<file path="src/hdl/fsgt_pkg.sv">
`timescale 1ns / 1ps

package fsgt_pkg;

  localparam int CfgDataWidth = 32;
  localparam int CfgIndexWidth = 3;

  localparam logic [CfgIndexWidth-1:0] REG_TEMP_LIMIT = 3'd0;
  localparam logic [CfgIndexWidth-1:0] REG_VOLTAGE_LIMIT = 3'd1;
  localparam logic [CfgIndexWidth-1:0] REG_MAX_CURRENT = 3'd2;
  localparam logic [CfgIndexWidth-1:0] REG_FAULT_TIMEOUT = 3'd3;
  localparam logic [CfgIndexWidth-1:0] REG_BUTTON_TIMEOUT = 3'd4;

  localparam logic signed [15:0] TEMP_LIMIT_RESET = 16'sd800;
  localparam logic [15:0] VOLTAGE_LIMIT_RESET = 16'd2800;
  localparam logic [15:0] MAX_CURRENT_RESET = 16'd10000;
  localparam logic [31:0] FAULT_TIMEOUT_RESET = 32'd1000;
  localparam logic [31:0] BUTTON_TIMEOUT_RESET = 32'd3000;

  typedef enum logic [2:0] {
    FAULT_NONE = 3'd0,
    FAULT_BUTTON = 3'd1,
    FAULT_TEMP = 3'd2,
    FAULT_CURR = 3'd3,
    FAULT_VOLT = 3'd4
  } fault_t;

  typedef enum logic [2:0] {
    ERR_NONE = 3'd0,
    ERR_EXTERNAL = 3'd1,
    ERR_BUTTON = 3'd2,
    ERR_TEMP = 3'd3,
    ERR_CURR = 3'd4,
    ERR_VOLT = 3'd5
  } err_t;

  typedef enum logic [1:0] {
    LED_KEEP = 2'd0,
    LED_RED = 2'd1,
    LED_BLINK = 2'd2,
    LED_PREV = 2'd3
  } led_t;

  typedef struct packed {
    logic signed [15:0] temp_limit;
    logic [15:0] voltage_limit;
    logic [15:0] max_current;
    logic [31:0] fault_timeout_ms;
    logic [31:0] button_timeout_ms;
  } cfg_t;

  typedef struct packed {
    logic [31:0] now_ms;
    logic [7:0] ext_error_code;
    logic button_press;
    logic button_released;
    logic sim_running;
    logic skip_tick;
    logic signed [15:0] heat_sink_temp;
    logic signed [15:0] current_sample;
    logic [15:0] left_voltage;
    logic [15:0] right_voltage;
  } tick_t;

  typedef struct packed {
    fault_t warning_code;
    err_t error_code;
    logic [7:0] forwarded_error;
    logic stop_request;
    logic reset_request;
    led_t led_mode;
    fault_t active_fault;
  } result_t;

endpackage

</file>
<file path="src/hdl/fault_supervisor_grace_timeout_unit.sv">
`timescale 1ns / 1ps

// Fault supervisor with grace timeouts for a cell discharge bench.
// Input channel (in_valid / in_ready) carries one supervision tick per item:
// timestamp, pending external error, button flags, run and skip flags and
// four measurements. Output channel (out_valid / out_ready) returns exactly
// one result item per tick: warning, error, forwarded error, stop and reset
// requests, LED mode and the active fault after the tick.
// The tick is captured in an input register, evaluated against the fault
// state, and the result lands in an output register that drives out_valid.
// Throughput is one item per cycle while the receiver takes results; the
// single elapsed-time subtract and compare sets the critical path.
// When the receiver stalls, the result is held and the input register still
// takes one more item; after that in_ready drops until the output drains.
// Reset clears the fault state (no active fault, start time zero), loads the
// register defaults and empties both stages. Configuration writes through
// cfg_write / cfg_index / cfg_data take effect at the next edge and are
// expected only while no item is in flight.

module fault_supervisor_grace_timeout_unit (
  input  logic clk,
  input  logic rst,
  input  logic cfg_write,
  input  logic [fsgt_pkg::CfgIndexWidth-1:0] cfg_index,
  input  logic [fsgt_pkg::CfgDataWidth-1:0] cfg_data,
  input  logic in_valid,
  output logic in_ready,
  input  logic [31:0] now_ms,
  input  logic [7:0] ext_error_code,
  input  logic button_press,
  input  logic button_released,
  input  logic sim_running,
  input  logic skip_tick,
  input  logic signed [15:0] heat_sink_temp,
  input  logic signed [15:0] current_sample,
  input  logic [15:0] left_voltage,
  input  logic [15:0] right_voltage,
  output logic out_valid,
  input  logic out_ready,
  output logic [2:0] warning_code,
  output logic [2:0] error_code,
  output logic [7:0] forwarded_error,
  output logic stop_request,
  output logic reset_request,
  output logic [1:0] led_mode,
  output logic [2:0] active_fault
);

  fsgt_pkg::cfg_t cfg;
  fsgt_pkg::tick_t tick;
  logic tick_valid;
  logic advance;
  fsgt_pkg::fault_t active_event;
  fsgt_pkg::fault_t active_event_next;
  logic [31:0] event_start_ms;
  logic [31:0] event_start_ms_next;
  fsgt_pkg::result_t result_next;
  fsgt_pkg::result_t result;

  fsgt_cfg u_cfg (
    .clk(clk),
    .rst(rst),
    .cfg_write(cfg_write),
    .cfg_index(cfg_index),
    .cfg_data(cfg_data),
    .cfg(cfg)
  );

  fsgt_eval u_eval (
    .cfg(cfg),
    .tick(tick),
    .active_event(active_event),
    .event_start_ms(event_start_ms),
    .active_event_next(active_event_next),
    .event_start_ms_next(event_start_ms_next),
    .result(result_next)
  );

  assign advance = tick_valid && (!out_valid || out_ready);
  assign in_ready = !tick_valid || advance;

  // input register
  always_ff @(posedge clk) begin
    if (rst) begin
      tick_valid <= 1'b0;
    end else if (in_ready) begin
      tick_valid <= in_valid;
    end
  end

  always_ff @(posedge clk) begin
    if (in_valid && in_ready) begin
      tick.now_ms <= now_ms;
      tick.ext_error_code <= ext_error_code;
      tick.button_press <= button_press;
      tick.button_released <= button_released;
      tick.sim_running <= sim_running;
      tick.skip_tick <= skip_tick;
      tick.heat_sink_temp <= heat_sink_temp;
      tick.current_sample <= current_sample;
      tick.left_voltage <= left_voltage;
      tick.right_voltage <= right_voltage;
    end
  end

  // fault state
  always_ff @(posedge clk) begin
    if (rst) begin
      active_event <= fsgt_pkg::FAULT_NONE;
      event_start_ms <= '0;
    end else if (advance) begin
      active_event <= active_event_next;
      event_start_ms <= event_start_ms_next;
    end
  end

  // output register
  always_ff @(posedge clk) begin
    if (rst) begin
      out_valid <= 1'b0;
    end else if (advance) begin
      out_valid <= 1'b1;
    end else if (out_ready) begin
      out_valid <= 1'b0;
    end
  end

  always_ff @(posedge clk) begin
    if (advance) begin
      result <= result_next;
    end
  end

  assign warning_code = result.warning_code;
  assign error_code = result.error_code;
  assign forwarded_error = result.forwarded_error;
  assign stop_request = result.stop_request;
  assign reset_request = result.reset_request;
  assign led_mode = result.led_mode;
  assign active_fault = result.active_fault;

  a_stop_ends_fault: assert property (@(posedge clk) disable iff (rst)
    out_valid && stop_request |-> led_mode == fsgt_pkg::LED_RED
      && active_fault == fsgt_pkg::FAULT_NONE)
    else $error("stop request without red led and cleared fault");

  a_advance_fills_output: assert property (@(posedge clk) disable iff (rst)
    advance |=> out_valid)
    else $error("evaluated item did not reach the output register");

  a_state_holds_when_idle: assert property (@(posedge clk) disable iff (rst)
    !advance |=> $stable(active_event) && $stable(event_start_ms))
    else $error("fault state changed without an item");

  a_state_matches_output: assert property (@(posedge clk) disable iff (rst)
    advance |=> active_fault == active_event)
    else $error("reported fault differs from stored fault");

  a_external_forwarded: assert property (@(posedge clk) disable iff (rst)
    out_valid && error_code == fsgt_pkg::ERR_EXTERNAL |-> forwarded_error != 8'd0)
    else $error("external error forwarded as zero");

endmodule

</file>
<file path="src/hdl/fsgt_cfg.sv">
`timescale 1ns / 1ps

module fsgt_cfg (
  input  logic clk,
  input  logic rst,
  input  logic cfg_write,
  input  logic [fsgt_pkg::CfgIndexWidth-1:0] cfg_index,
  input  logic [fsgt_pkg::CfgDataWidth-1:0] cfg_data,
  output fsgt_pkg::cfg_t cfg
);

  always_ff @(posedge clk) begin
    if (rst) begin
      cfg.temp_limit <= fsgt_pkg::TEMP_LIMIT_RESET;
      cfg.voltage_limit <= fsgt_pkg::VOLTAGE_LIMIT_RESET;
      cfg.max_current <= fsgt_pkg::MAX_CURRENT_RESET;
      cfg.fault_timeout_ms <= fsgt_pkg::FAULT_TIMEOUT_RESET;
      cfg.button_timeout_ms <= fsgt_pkg::BUTTON_TIMEOUT_RESET;
    end else if (cfg_write) begin
      unique case (cfg_index)
        fsgt_pkg::REG_TEMP_LIMIT: cfg.temp_limit <= signed'(cfg_data[15:0]);
        fsgt_pkg::REG_VOLTAGE_LIMIT: cfg.voltage_limit <= cfg_data[15:0];
        fsgt_pkg::REG_MAX_CURRENT: cfg.max_current <= cfg_data[15:0];
        fsgt_pkg::REG_FAULT_TIMEOUT: cfg.fault_timeout_ms <= cfg_data[31:0];
        fsgt_pkg::REG_BUTTON_TIMEOUT: cfg.button_timeout_ms <= cfg_data[31:0];
        default: ;
      endcase
    end
  end

endmodule

</file>
<file path="src/hdl/fsgt_eval.sv">
`timescale 1ns / 1ps

module fsgt_eval (
  input  fsgt_pkg::cfg_t cfg,
  input  fsgt_pkg::tick_t tick,
  input  fsgt_pkg::fault_t active_event,
  input  logic [31:0] event_start_ms,
  output fsgt_pkg::fault_t active_event_next,
  output logic [31:0] event_start_ms_next,
  output fsgt_pkg::result_t result
);

  logic [16:0] magnitude;
  logic temp_high;
  logic curr_high;
  logic volt_low;
  logic [31:0] elapsed;
  logic [31:0] limit;
  logic timed_out;
  fsgt_pkg::fault_t ev1;
  logic [31:0] start1;

  assign magnitude = tick.current_sample[15]
                     ? 17'(-{tick.current_sample[15], tick.current_sample})
                     : {1'b0, tick.current_sample};
  assign temp_high = tick.heat_sink_temp > cfg.temp_limit;
  assign curr_high = magnitude > {1'b0, cfg.max_current};
  assign volt_low = (tick.left_voltage < cfg.voltage_limit)
                    || (tick.right_voltage < cfg.voltage_limit);

  // button press restarts the event before any check
  assign ev1 = tick.button_press ? fsgt_pkg::FAULT_BUTTON : active_event;
  assign start1 = tick.button_press ? tick.now_ms : event_start_ms;

  // one shared elapsed-time compare
  assign elapsed = tick.now_ms - start1;
  assign limit = (ev1 == fsgt_pkg::FAULT_BUTTON) ? cfg.button_timeout_ms
                                                  : cfg.fault_timeout_ms;
  assign timed_out = elapsed > limit;

  always_comb begin
    fsgt_pkg::fault_t ev;
    logic done;
    ev = active_event;
    done = 1'b0;
    result = '0;
    result.warning_code = fsgt_pkg::FAULT_NONE;
    result.error_code = fsgt_pkg::ERR_NONE;
    result.led_mode = fsgt_pkg::LED_KEEP;
    event_start_ms_next = event_start_ms;

    if (tick.ext_error_code != 8'd0) begin
      result.error_code = fsgt_pkg::ERR_EXTERNAL;
      result.forwarded_error = tick.ext_error_code;
      result.led_mode = fsgt_pkg::LED_RED;
      result.stop_request = 1'b1;
      ev = fsgt_pkg::FAULT_NONE;
    end else begin
      ev = ev1;
      event_start_ms_next = start1;
      if (tick.button_press) begin
        result.reset_request = !tick.sim_running;
        result.warning_code = fsgt_pkg::FAULT_BUTTON;
        result.led_mode = fsgt_pkg::LED_BLINK;
      end
      if (tick.sim_running && !tick.skip_tick) begin
        if (ev1 == fsgt_pkg::FAULT_BUTTON) begin
          if (timed_out) begin
            result.error_code = fsgt_pkg::ERR_BUTTON;
            result.led_mode = fsgt_pkg::LED_RED;
            result.stop_request = 1'b1;
            ev = fsgt_pkg::FAULT_NONE;
          end else if (tick.button_released) begin
            result.led_mode = fsgt_pkg::LED_PREV;
            ev = fsgt_pkg::FAULT_NONE;
          end
        end else begin
          // temperature check
          if (temp_high) begin
            done = 1'b1;
            if (ev == fsgt_pkg::FAULT_NONE) begin
              result.warning_code = fsgt_pkg::FAULT_TEMP;
              result.led_mode = fsgt_pkg::LED_BLINK;
              ev = fsgt_pkg::FAULT_TEMP;
              event_start_ms_next = tick.now_ms;
            end else if (ev == fsgt_pkg::FAULT_TEMP && timed_out) begin
              result.error_code = fsgt_pkg::ERR_TEMP;
              result.led_mode = fsgt_pkg::LED_RED;
              result.stop_request = 1'b1;
              ev = fsgt_pkg::FAULT_NONE;
            end
          end else if (ev == fsgt_pkg::FAULT_TEMP) begin
            result.led_mode = fsgt_pkg::LED_PREV;
            ev = fsgt_pkg::FAULT_NONE;
          end
          // current check
          if (!done) begin
            if (curr_high) begin
              done = 1'b1;
              if (ev == fsgt_pkg::FAULT_NONE) begin
                result.warning_code = fsgt_pkg::FAULT_CURR;
                result.led_mode = fsgt_pkg::LED_BLINK;
                ev = fsgt_pkg::FAULT_CURR;
                event_start_ms_next = tick.now_ms;
              end else if (ev == fsgt_pkg::FAULT_CURR && timed_out) begin
                result.error_code = fsgt_pkg::ERR_CURR;
                result.led_mode = fsgt_pkg::LED_RED;
                result.stop_request = 1'b1;
                ev = fsgt_pkg::FAULT_NONE;
              end
            end else if (ev == fsgt_pkg::FAULT_CURR) begin
              result.led_mode = fsgt_pkg::LED_PREV;
              ev = fsgt_pkg::FAULT_NONE;
            end
          end
          // voltage check
          if (!done) begin
            if (volt_low) begin
              if (ev == fsgt_pkg::FAULT_NONE) begin
                result.warning_code = fsgt_pkg::FAULT_VOLT;
                result.led_mode = fsgt_pkg::LED_BLINK;
                ev = fsgt_pkg::FAULT_VOLT;
                event_start_ms_next = tick.now_ms;
              end else if (ev == fsgt_pkg::FAULT_VOLT && timed_out) begin
                result.error_code = fsgt_pkg::ERR_VOLT;
                result.led_mode = fsgt_pkg::LED_RED;
                result.stop_request = 1'b1;
                ev = fsgt_pkg::FAULT_NONE;
              end
            end else if (ev == fsgt_pkg::FAULT_VOLT) begin
              result.led_mode = fsgt_pkg::LED_PREV;
              ev = fsgt_pkg::FAULT_NONE;
            end
          end
        end
      end
    end

    active_event_next = ev;
    result.active_fault = ev;
  end

endmodule

</file>
<file path="config.mk">
export PLATFORM = sky130hd
export DESIGN_NAME = fault_supervisor_grace_timeout_unit
export DESIGN_NICKNAME = d
export VERILOG_FILES = /design/src/hdl/fsgt_pkg.sv /design/src/hdl/fault_supervisor_grace_timeout_unit.sv /design/src/hdl/fsgt_cfg.sv /design/src/hdl/fsgt_eval.sv
export SDC_FILE = /design/constraint.sdc
export NUM_CORES = 1
export LEC_CHECK = 0
export ABC_AREA = 1
export BUFFER_PORTS_ARGS = -buffer_cell sky130_fd_sc_hd__buf_2
export CAP_MARGIN = 20
export CORE_MARGIN = 4
export CORE_UTILIZATION = 49
export DETAILED_ROUTE_END_ITERATION = 10
export PLACE_DENSITY = 0.66
export SLEW_MARGIN = 15
export SYNTH_ARGS = -nofsm -noshare
export SYNTH_HDL_FRONTEND = slang
export SYNTH_SLANG_ARGS = --single-unit
</file>
<file path="constraint.sdc">
create_clock -name clk -period 10.85 [get_ports clk]
set_clock_uncertainty 0.05 [all_clocks]
set_input_delay 2.17 -clock clk [delete_from_list [all_inputs] [get_ports clk]]
set_output_delay 2.17 -clock clk [all_outputs]
set_load 0.1 [all_outputs]
</file>
==> metrics.txt, run 1 <==
run status finished clean; 1st-iter DRT viols 759; drc violations 0; Boundary Pins 171; proportion of synthesized chip area in sequential cells 0.452; most common library cells after synthesis sky130_fd_sc_hd__nand2_1, sky130_fd_sc_hd__a21oi_1, sky130_fd_sc_hd__inv_1, sky130_fd_sc_hd__o21ai_0, sky130_fd_sc_hd__dfxtp_1; global routing usage on met1 0.295; clock tree from TritonCTS done; global router's overall resource usage 0.221; worst vdd ir roughly 0.12 mV; number of instances resized during post-cts repair 0; peak-usage layer in the global routing report met2; max-cap viol count 0; Clk Tree Root Cell sky130_fd_sc_hd__clkbuf_16; global-route wire length before repair 61.4 mm; Post-synth EDFFs roughly 130; Routed Wire Length approximately 38 mm; Worst Setup End Kind flip-flop; Post-CTS Repair Setup Buffers 0; Pwr per Cell Area between 150 and 200 nW/um^2; GP Congestion between 0.8 and 0.9; remaining antenna violation count after routing 0; GR Layer Usage met3 0.0346; Total Die Area ~34000 um^2; top-count cell post-synth sky130_fd_sc_hd__nand2_1; NumNets Final approximately 2200; dominant combinational cell family by area after synthesis simple AND/OR/NAND/NOR gates; critical-path maximum fanout 44; CP Launch Type flip-flop; dominant cells by area after synthesis sky130_fd_sc_hd__edfxtp_1, sky130_fd_sc_hd__dfxtp_1, sky130_fd_sc_hd__ha_1; clock buffer count from CTS 34; final hold violation count 0; proportion of layout cells with a drive suffix above 1 0.151; number of antenna violations at the first check in global routing 0; CTS Sinks approximately 280; maximum clock frequency between 0.1 and 0.15 GHz; layout overhead on the synthesized area 14.5%; Tmin final between 7 and 8 ns; library cell occupying the most area in the post-synthesis netlist sky130_fd_sc_hd__edfxtp_1; register bit total from synthesis approximately 280; count of input and output buffers 170; GRT overflow 0; core area 30600 um^2; number of warning messages in the yosys log 0; share of Yosys cell area claimed by the top area cell type 0.255; Critical Path RT 11.14 ns; CTS Hold Bufs 0; Total Negative Setup Slacks 0 ns; number of distinct library cells after synthesis a little over 50; final-layout fill cell count around 2800; most frequent CP cell sky130_fd_sc_hd__nand2_1; worst-case reg-to-reg path depth 35; die outline height between 150 and 200 um; compound-gate portion of the synthesized area 0.158; fin worst setup slack approximately 3.7 ns; via count around 13000; Die W around 180 um; fraction of the mapped netlist area in adder cells 0.106; standard cell with the maximum stage delay on the critical path sky130_fd_sc_hd__nand2_2; most instantiated flip-flop cell in the synthesis netlist sky130_fd_sc_hd__dfxtp_1; number of global-route vias before repair 12114; pre-CTS setup slack roughly 3.8 ns; Net Count, Synth about 2100; Crit path largest cell delay around 0.52 ns; Antenna Cells 0; share of the clock period used by the worst path 0.660; number of search-and-repair iterations in the first detailed-routing pass 5; post-synth design cell area 15200 um^2; fraction of synthesized area in multiplexers 0.00396; synthesized netlist cell count roughly 1800; met2 layer usage reported by global route 0.373; Setup-failing EPs final 0; maximum number of buffers from clock root to sink 3; total half-perimeter wirelength after legalization and detailed placement roughly 27 mm; maximum level of the CTS H-tree 2; routed via count divided by cell count about 5.3; max_slew headroom 0.307; worst hold path class flip-flop to flip-flop; initial standard-cell utilization of the core 0.496; area used by multi-input combinational logic around 7200 um^2; Mapped Avg Cell Area roughly 8.3 um^2; xor-xnor portion of the synthesized cell area 0.0237; wire length per cell after detailed routing ~16 um; row count 64; Simple-Gate Fraction of Synth Area 0.181; fraction of registers with async set/reset 0; Arrival @ worst endpoint roughly 7.5 ns; worst slew pin tran roughly 1.0 ns; count of cells along the worst hold path 2; clock latency on the worst-skew pair about 0.51 ns; count of pins over their slew limit 0; largest net degree at the start of global routing 112; Sequential cell area between 6000 and 7000 um^2; clock edge transition at the registers on the reported setup and hold paths 0.06 ns; leakage dissipation 7.56 nW; class of the most critical setup path flip-flop to flip-flop; setup repair after global routing missed its margin no
## power breakdown
| part | total [mW] | internal, mW | switching [mW] |
|---|---|---|---|
| Sequential | 1.16 | 1.14 | 0.0205 |
| Combinational | 0.521 | 0.185 | 0.336 |
| Clock | 1.12 | 0.683 | 0.440 |
| Total | 2.81 | 2.01 | 0.797 |
## cell usage in the layout, fill, tap and decap left out, types with 30 or more instances in the layout
cell type,Yosys,layout
sky130_fd_sc_hd__edfxtp_1,129,129
sky130_fd_sc_hd__a21oi_1,216,215
sky130_fd_sc_hd__clkbuf_16,0,36
sky130_fd_sc_hd__ha_1,127,127
sky130_fd_sc_hd__o21ai_0,178,178
sky130_fd_sc_hd__dfxtp_1,149,149
sky130_fd_sc_hd__nand2_1,320,319
sky130_fd_sc_hd__nor2_1,119,119
sky130_fd_sc_hd__xor2_1,30,30
sky130_fd_sc_hd__buf_2,5,170
sky130_fd_sc_hd__inv_1,201,198
sky130_fd_sc_hd__nand3_1,108,108
## path summary, 6_finish.rpt
path,startpoint,slack (ns),to
worst max-delay path,tick[67],3.69,event_start_ms[6]
worst min-delay path,u_cfg.cfg[46],0.40,u_cfg.cfg[46]
worst max register to register,tick[67],3.69,event_start_ms[6]
worst min register to register,u_cfg.cfg[46],0.40,u_cfg.cfg[46]
## area by class of cell
| class | count | share of cell area |
|---|---|---|
| Clock buffer | 48 | 0.0567 |
| Clock inverter | 13 | 0.00706 |
| Inverter | 205 | 0.0444 |
| Multi-Input combinational cell | 1252 | 0.413 |
| Sequential cell | 278 | 0.395 |
| Tap cell | 396 | 0.0285 |
| Timing Repair Buffer | 184 | 0.0554 |
## sequential cells by signal (all words and copies together) (netlist names)
name             flops
event_start_ms      32
tick               108
u_cfg.cfg          112
tick_valid           1
out_valid            1
active_fault         3
stop_request         1
active_event         3
forwarded_error      8
reset_request        1
led_mode             2
error_code           3
warning_code         3
## metrics by stage
step / hold slack, ns / total power [mW] / cells / utilization / instance area, um^2
3_5_place_dp: 0.384 / 1.71 / 2314 / 0.531 / 16300
6_report: 0.401 / 2.81 / 2376 / 0.568 / 17400
2_1_floorplan: 0.375 / 1.57 / 1819 / - / 15200
3_3_place_gp: 0.382 / 1.70 / 2314 / 0.531 / 16300
5_1_grt: 0.410 / 2.96 / 2376 / 0.568 / 17400
4_1_cts: 0.400 / 2.84 / 2375 / 0.568 / 17400
## per-layer routing
layer / up-vias / part of all wire
met5: - / 0
met4: 0 / 0.021
met3: 60 / 0.051
met2: 322 / 0.48
met1: 5814 / 0.45
li1: 6405 / -
## worst max-delay path: cells and delay by family (launching register included)
kind                     cells  cell delay (ns)
AND/OR/NAND/NOR             17             2.62
flip-flops                   1             0.32
adder cells (fa/ha/maj)      2             0.63
buffers and inverters        4             1.37
AO/OA/AOI/OAI               12             1.90
## cells by family after synthesis
kind of cell    count (synthesis)
simple gates                  626
compound gates                451
buf+inv                       289
flops                         278
fa+ha+maj                     128
xor+xnor                       41
mux                             6
No activity file was read; power rests on OpenSTA's default activity.
==> run 2, diff against run 1 <==
ABC_AREA = 0   (was 1)
clock period = 6.83 ns   (was 10.85 ns; I/O delays follow)
==> metrics.txt, run 2 <==
count of input and output buffers 170; remaining antenna violation count after routing 0; Tmin final between 6 and 7 ns; CTS Hold Bufs 0; Arrival @ worst endpoint between 6 and 7 ns; row count 63; maximum clock frequency between 0.15 and 0.2 GHz; clock buffer count from CTS 30; max-cap viol count 0; number of global-route vias before repair between 10000 and 15000; Total Negative Setup Slacks 0 ns; share of Yosys cell area claimed by the top area cell type 0.263; Routed Wire Length around 33 mm; class of the most critical setup path flip-flop to flip-flop; core area ~30000 um^2; layout overhead on the synthesized area 14.7%; GRT overflow 0; via count between 10000 and 15000; maximum number of buffers from clock root to sink 3; number of instances resized during post-cts repair 0; register name with the most flops u_cfg.cfg; worst vdd ir around 0.25 mV; Setup-failing EPs final 0; setup repair after global routing missed its margin no; Antenna Cells 0; most frequent cells in the layout sky130_fd_sc_hd__nand2_1, sky130_fd_sc_hd__buf_2, sky130_fd_sc_hd__dfxtp_1; proportion of layout cells with a drive suffix above 1 0.152; most common library cells after synthesis sky130_fd_sc_hd__nand2_1, sky130_fd_sc_hd__dfxtp_1, sky130_fd_sc_hd__a21oi_1, sky130_fd_sc_hd__edfxtp_1, sky130_fd_sc_hd__ha_1; CP Launch Type flip-flop; Worst Setup End Kind flip-flop; number of warning messages in the yosys log 0; top-count cell post-synth sky130_fd_sc_hd__nand2_1; wire length per cell after detailed routing ~16 um; run status finished clean; total half-perimeter wirelength after legalization and detailed placement 24.2 mm; Post-CTS Repair Setup Buffers 0; critical-path maximum fanout 24; largest net degree at the start of global routing between 100 and 150; worst hold path class flip-flop to flip-flop; leading registers by flop count u_cfg.cfg: 112 flops, tick: 108 flops, event_start_ms: 32 flops; library cell occupying the most area in the post-synthesis netlist sky130_fd_sc_hd__edfxtp_1; fraction of registers with async set/reset 0; global-route wire length before repair 54.4 mm; post-synth design cell area between 10000 and 15000 um^2; share of the clock period used by the worst path 0.911; max FFs per register 112; routed via count divided by cell count between 5 and 6; initial standard-cell utilization of the core 0.498; Net Count, Synth 1767; synthesized netlist cell count around 1500; Mapped Avg Cell Area 9.89 um^2; most instantiated flip-flop cell in the synthesis netlist sky130_fd_sc_hd__dfxtp_1; Sequential cell area 6860 um^2; clock tree from TritonCTS done; worst slew pin tran about 1.1 ns; clock edge transition at the registers on the reported setup and hold paths about 0.060 ns; Pwr per Cell Area 242 nW/um^2; Post-synth EDFFs roughly 130; number of distinct library cells after synthesis 75; global router's overall resource usage 0.198; maximum level of the CTS H-tree 1; register bit total from synthesis between 200 and 300; dominant cells by area after synthesis sky130_fd_sc_hd__edfxtp_1, sky130_fd_sc_hd__dfxtp_1, sky130_fd_sc_hd__ha_1; final-layout fill cell count ~2600; max_slew headroom 0.283; area used by multi-input combinational logic around 7300 um^2; NumNets Final about 1900; number of antenna violations at the first check in global routing 1; leakage dissipation 6.69 nW; Critical Path RT slightly above 7 ns; proportion of synthesized chip area in sequential cells 0.465; count of pins over their slew limit 0; pre-CTS setup slack between 0.3 and 0.4 ns; number of search-and-repair iterations in the first detailed-routing pass 5; final hold violation count 0; most common cell after layout, fill and taps aside sky130_fd_sc_hd__nand2_1; clock latency on the worst-skew pair around 0.56 ns; Total Die Area about 33000 um^2; Clk Tree Root Cell sky130_fd_sc_hd__clkbuf_16; Boundary Pins 171; GP Congestion roughly 0.9; 1st-iter DRT viols ~670; fin worst setup slack between 0.6 and 0.7 ns; CTS Sinks approximately 280; Die W ~180 um; drc violations 0; die outline height roughly 180 um
-- run 2: cell types whose count changed after synthesis, moves of 19 or more --
cell,delta
sky130_fd_sc_hd__nor2_1,-59
sky130_fd_sc_hd__or2_2,-24
sky130_fd_sc_hd__o21ai_0,-142
sky130_fd_sc_hd__xor2_1,-21
sky130_fd_sc_hd__a21oi_1,-74
sky130_fd_sc_hd__inv_1,-138
sky130_fd_sc_hd__nand3_1,-82
sky130_fd_sc_hd__nand2_1,-83
sky130_fd_sc_hd__nand2b_1,+77
sky130_fd_sc_hd__xnor2_1,+19
sky130_fd_sc_hd__mux2i_1,+89
-- run 2: layout make-up --
class,count,share of cell area
multi-input cells,1078,0.433
flip-flops and latches,278,0.405
repair buffers,184,0.0574
clock buffers,48,0.0552
well taps,390,0.0288
inverters,64,0.0142
clock inverters,8,0.00584
-- run 2: kinds of logic (layout without fill, tap and decap cells) --
group                      count (synthesis)  in the layout  share of synthesized area
buffers and inverters                    135            304                     0.0387
DFF                                      278            278                      0.465
AOI/OAI and AO/OA                        305            305                      0.131
muxes                                     98             98                     0.0668
and+or+nand+nor                          508            508                      0.166
adders and majority gates                128            128                      0.109
xor gates and xnor gates                  39             39                     0.0232
-- run 2: final timing paths --
check	startpoint	endpoint	slack, ns	cells past startpoint
setup reg to reg	tick[67]	event_start_ms[5]	0.61	23
hold / removal	u_cfg.cfg[63]	u_cfg.cfg[63]	0.40	2
hold reg to reg	u_cfg.cfg[63]	u_cfg.cfg[63]	0.40	2
setup / recovery	tick[67]	event_start_ms[5]	0.61	23
-- run 2: where the power goes --
part	switching, mW	leakage, nW	internal, mW
clock	0.644	0.510	1.01
sequential	0.0322	2.45	1.81
combinational	0.366	3.74	0.246
total	1.04	6.69	3.06
-- run 2: layer usage --
metal | GRT usage | routed length, um | up-vias | share of wire
li1 | - | - | 5615 | -
met1 | 0.259 | 14900 | 5142 | 0.45
met2 | 0.346 | 16200 | 268 | 0.48
met3 | 0.0317 | 1700 | 47 | 0.051
met4 | 0.0435 | 669 | 2 | 0.020
met5 | 0 | 7 | - | 0.00021
-- run 2: metrics by stage --
stage | hold slack [ns] | cell area [um^2] | std cells | util | power, mW
final | 0.403 | 16900 | 2050 | 0.571 | 4.10
after detailed placement | 0.387 | 15900 | 1993 | 0.535 | 2.49
after global routing | 0.419 | 16900 | 2050 | 0.571 | 4.29
after floorplan | 0.383 | 14700 | 1491 | - | 2.31
after CTS | 0.400 | 16900 | 2049 | 0.570 | 4.15
after global placement | 0.381 | 15900 | 1993 | 0.535 | 2.47
-- run 2: worst max-delay path: stages (launching register included) --
cell                       delay (ns)
sky130_fd_sc_hd__edfxtp_1        0.44
sky130_fd_sc_hd__buf_4           0.22
sky130_fd_sc_hd__mux2i_1         0.15
sky130_fd_sc_hd__ha_1            0.35
sky130_fd_sc_hd__a21o_1          0.17
sky130_fd_sc_hd__a31oi_1         0.06
sky130_fd_sc_hd__and3_1          0.23
sky130_fd_sc_hd__o41a_1          0.48
sky130_fd_sc_hd__nor3b_1         0.36
sky130_fd_sc_hd__o31ai_1         0.20
sky130_fd_sc_hd__a211oi_1        0.40
sky130_fd_sc_hd__nor3_1          0.12
sky130_fd_sc_hd__a311oi_1        0.28
sky130_fd_sc_hd__ha_1            0.19
sky130_fd_sc_hd__nand4_1         0.15
sky130_fd_sc_hd__nor4_1          0.45
sky130_fd_sc_hd__nand3_1         0.14
sky130_fd_sc_hd__a31oi_1         0.31
sky130_fd_sc_hd__nor2_2          0.16
sky130_fd_sc_hd__o221ai_2        0.15
sky130_fd_sc_hd__and4_4          0.25
sky130_fd_sc_hd__o31a_2          0.36
sky130_fd_sc_hd__buf_12          0.26
sky130_fd_sc_hd__mux2i_1         0.21
==> run 3, diff against run 2 <==
ABC_CLOCK_PERIOD_IN_PS = 6830   (was default)
PLACE_DENSITY = 0.69   (was 0.66)
==> metrics.txt, run 3 (synthesis results as in run 2) <==
pre-CTS setup slack about 0.22 ns; Worst Setup End Kind flip-flop; setup repair after global routing missed its margin no; maximum number of buffers from clock root to sink 3; leakage dissipation 6.69 nW; fin worst setup slack roughly 0.50 ns; 1st-iter DRT viols a little over 700; drc violations 0; post-route total power between 4 and 5 mW; most common cell after layout, fill and taps aside sky130_fd_sc_hd__nand2_1; Tmin final roughly 6.3 ns; NumNets Final approximately 1900; Post-CTS Repair Setup Buffers 0; via count around 11000; worst vdd ir between 0.2 and 0.25 mV; global-route wire length before repair around 54 mm; critical-path maximum fanout 24; Sequential cell area 6860 um^2; number of antenna violations at the first check in global routing 1; Arrival @ worst endpoint between 6 and 7 ns; Total Die Area ~33000 um^2; Die W ~180 um; initial standard-cell utilization of the core 0.498; Setup-failing EPs final 0; class of the most critical setup path flip-flop to flip-flop; CP Launch Type flip-flop; maximum level of the CTS H-tree 1; largest net degree at the start of global routing 120; Antenna Cells 0; list of cells traversed by the critical path buf_4 -> mux2i_1 -> ha_1 -> o2111ai_1 -> and3_1 -> o41a_1 -> nor3b_1 -> o31ai_1 -> a211oi_1 -> nor3_1 -> a311oi_1 -> ha_1 -> nand4_1 -> nor4_1 -> nand3_1 -> a31oi_1 -> nor2_2 -> o221ai_2 -> and4_4 -> o31a_2 -> buf_12 -> mux2i_1; maximum clock frequency between 0.15 and 0.2 GHz; CTS Sinks 278; most frequent cells in the layout sky130_fd_sc_hd__nand2_1, sky130_fd_sc_hd__buf_2, sky130_fd_sc_hd__dfxtp_1; GRT overflow 0; cell family with most CP delay compound AO/OA/AOI/OAI gates; max FFs per register about 110; worst hold slack across all endpoints 0.401 ns; total half-perimeter wirelength after legalization and detailed placement roughly 24 mm; remaining antenna violation count after routing 0; share of the clock period used by the worst path 0.927; worst hold path class flip-flop to flip-flop; proportion of layout cells with a drive suffix above 1 0.150; Clk Tree Root Cell sky130_fd_sc_hd__clkbuf_16; Placed Area ~16000 um^2; Critical Path RT 7.26 ns; Layout Cell Area excl Fill ~17000 um^2; number of instances resized during post-cts repair 0; leading registers by flop count u_cfg.cfg: 112 flops, tick: 108 flops, event_start_ms: 32 flops; worst slew pin tran 1.09 ns; number of placed instances with taps included ~2000; end-of-flow core utilization 0.571; Crit path largest cell delay between 0.4 and 0.5 ns; Total Negative Setup Slacks 0 ns; post-route non-filler standard cell count ~2100; wire length per cell after detailed routing between 15 and 20 um; clock buffer count from CTS 31; run status finished clean; Routed Wire Length around 33 mm; layout overhead on the synthesized area 14.7%; Boundary Pins approximately 170; area used by multi-input combinational logic about 7300 um^2; register name with the most flops u_cfg.cfg; core area a little under 30000 um^2; clock edge transition at the registers on the reported setup and hold paths roughly 0.06 ns; max_slew headroom 0.276; row count 63; routed via count divided by cell count ~5.4; count of pins over their slew limit 0; number of search-and-repair iterations in the first detailed-routing pass 5; global router's overall resource usage 0.197; WP buf/inv 2; final-layout fill cell count ~2600; Pwr per Cell Area around 240 nW/um^2; number of global-route vias before repair between 10000 and 15000; clock latency on the worst-skew pair ~0.56 ns; clock tree from TritonCTS done; max-cap viol count 0; die outline height ~180 um; GP Congestion 0.900; final hold violation count 0; CTS Hold Bufs 0; standard cell with the maximum stage delay on the critical path sky130_fd_sc_hd__o41a_1; count of input and output buffers 170
-- run 3: cell count changes in the layout (fill, tap and decap cells not counted), moves of 2 or more --
cell,previous run,this run
sky130_fd_sc_hd__clkbuf_8,9,6
sky130_fd_sc_hd__clkinv_1,3,1
sky130_fd_sc_hd__clkbuf_16,31,35
sky130_fd_sc_hd__clkbuf_1,7,13
sky130_fd_sc_hd__bufinv_16,2,0
-- run 3: area by class of cell --
class / count / share of cell area
Timing Repair Buffer: 184 / 0.0576
Sequential cell: 278 / 0.405
Clock inverter: 4 / 0.00140
Multi-Input combinational cell: 1078 / 0.433
Tap cell: 390 / 0.0288
Clock buffer: 54 / 0.0595
Inverter: 64 / 0.0142
-- run 3: per-layer routing --
metal / share of wire / GRT usage
met1: 0.44 / 0.263
met2: 0.48 / 0.340
met3: 0.048 / 0.0278
met4: 0.026 / 0.0474
met5: 0.00039 / 0
-- run 3: where the power goes --
group | leakage [nW] | switching [mW] | internal (mW)
clock | 0.506 | 0.648 | 0.993
combinational | 3.74 | 0.368 | 0.246
sequential | 2.45 | 0.0318 | 1.81
-- run 3: path summary, 6_finish.rpt --
check	startpoint	end	slack, ns	depth (start not counted)
max	tick[67]	event_start_ms[17]	0.50	22
min	u_cfg.cfg[17]	u_cfg.cfg[17]	0.40	2
max reg2reg	tick[67]	event_start_ms[17]	0.50	22
min reg2reg	u_cfg.cfg[17]	u_cfg.cfg[17]	0.40	2
-- run 3: worst reg2reg max path: stages (launching register included) --
cell                        delay, ns
sky130_fd_sc_hd__edfxtp_1        0.46
sky130_fd_sc_hd__buf_4           0.25
sky130_fd_sc_hd__mux2i_1         0.14
sky130_fd_sc_hd__ha_1            0.37
sky130_fd_sc_hd__o2111ai_1       0.15
sky130_fd_sc_hd__and3_1          0.22
sky130_fd_sc_hd__o41a_1          0.49
sky130_fd_sc_hd__nor3b_1         0.39
sky130_fd_sc_hd__o31ai_1         0.21
sky130_fd_sc_hd__a211oi_1        0.40
sky130_fd_sc_hd__nor3_1          0.11
sky130_fd_sc_hd__a311oi_1        0.28
sky130_fd_sc_hd__ha_1            0.19
sky130_fd_sc_hd__nand4_1         0.14
sky130_fd_sc_hd__nor4_1          0.47
sky130_fd_sc_hd__nand3_1         0.15
sky130_fd_sc_hd__a31oi_1         0.32
sky130_fd_sc_hd__nor2_2          0.16
sky130_fd_sc_hd__o221ai_2        0.16
sky130_fd_sc_hd__and4_4          0.25
sky130_fd_sc_hd__o31a_2          0.37
sky130_fd_sc_hd__buf_12          0.26
sky130_fd_sc_hd__mux2i_1         0.23
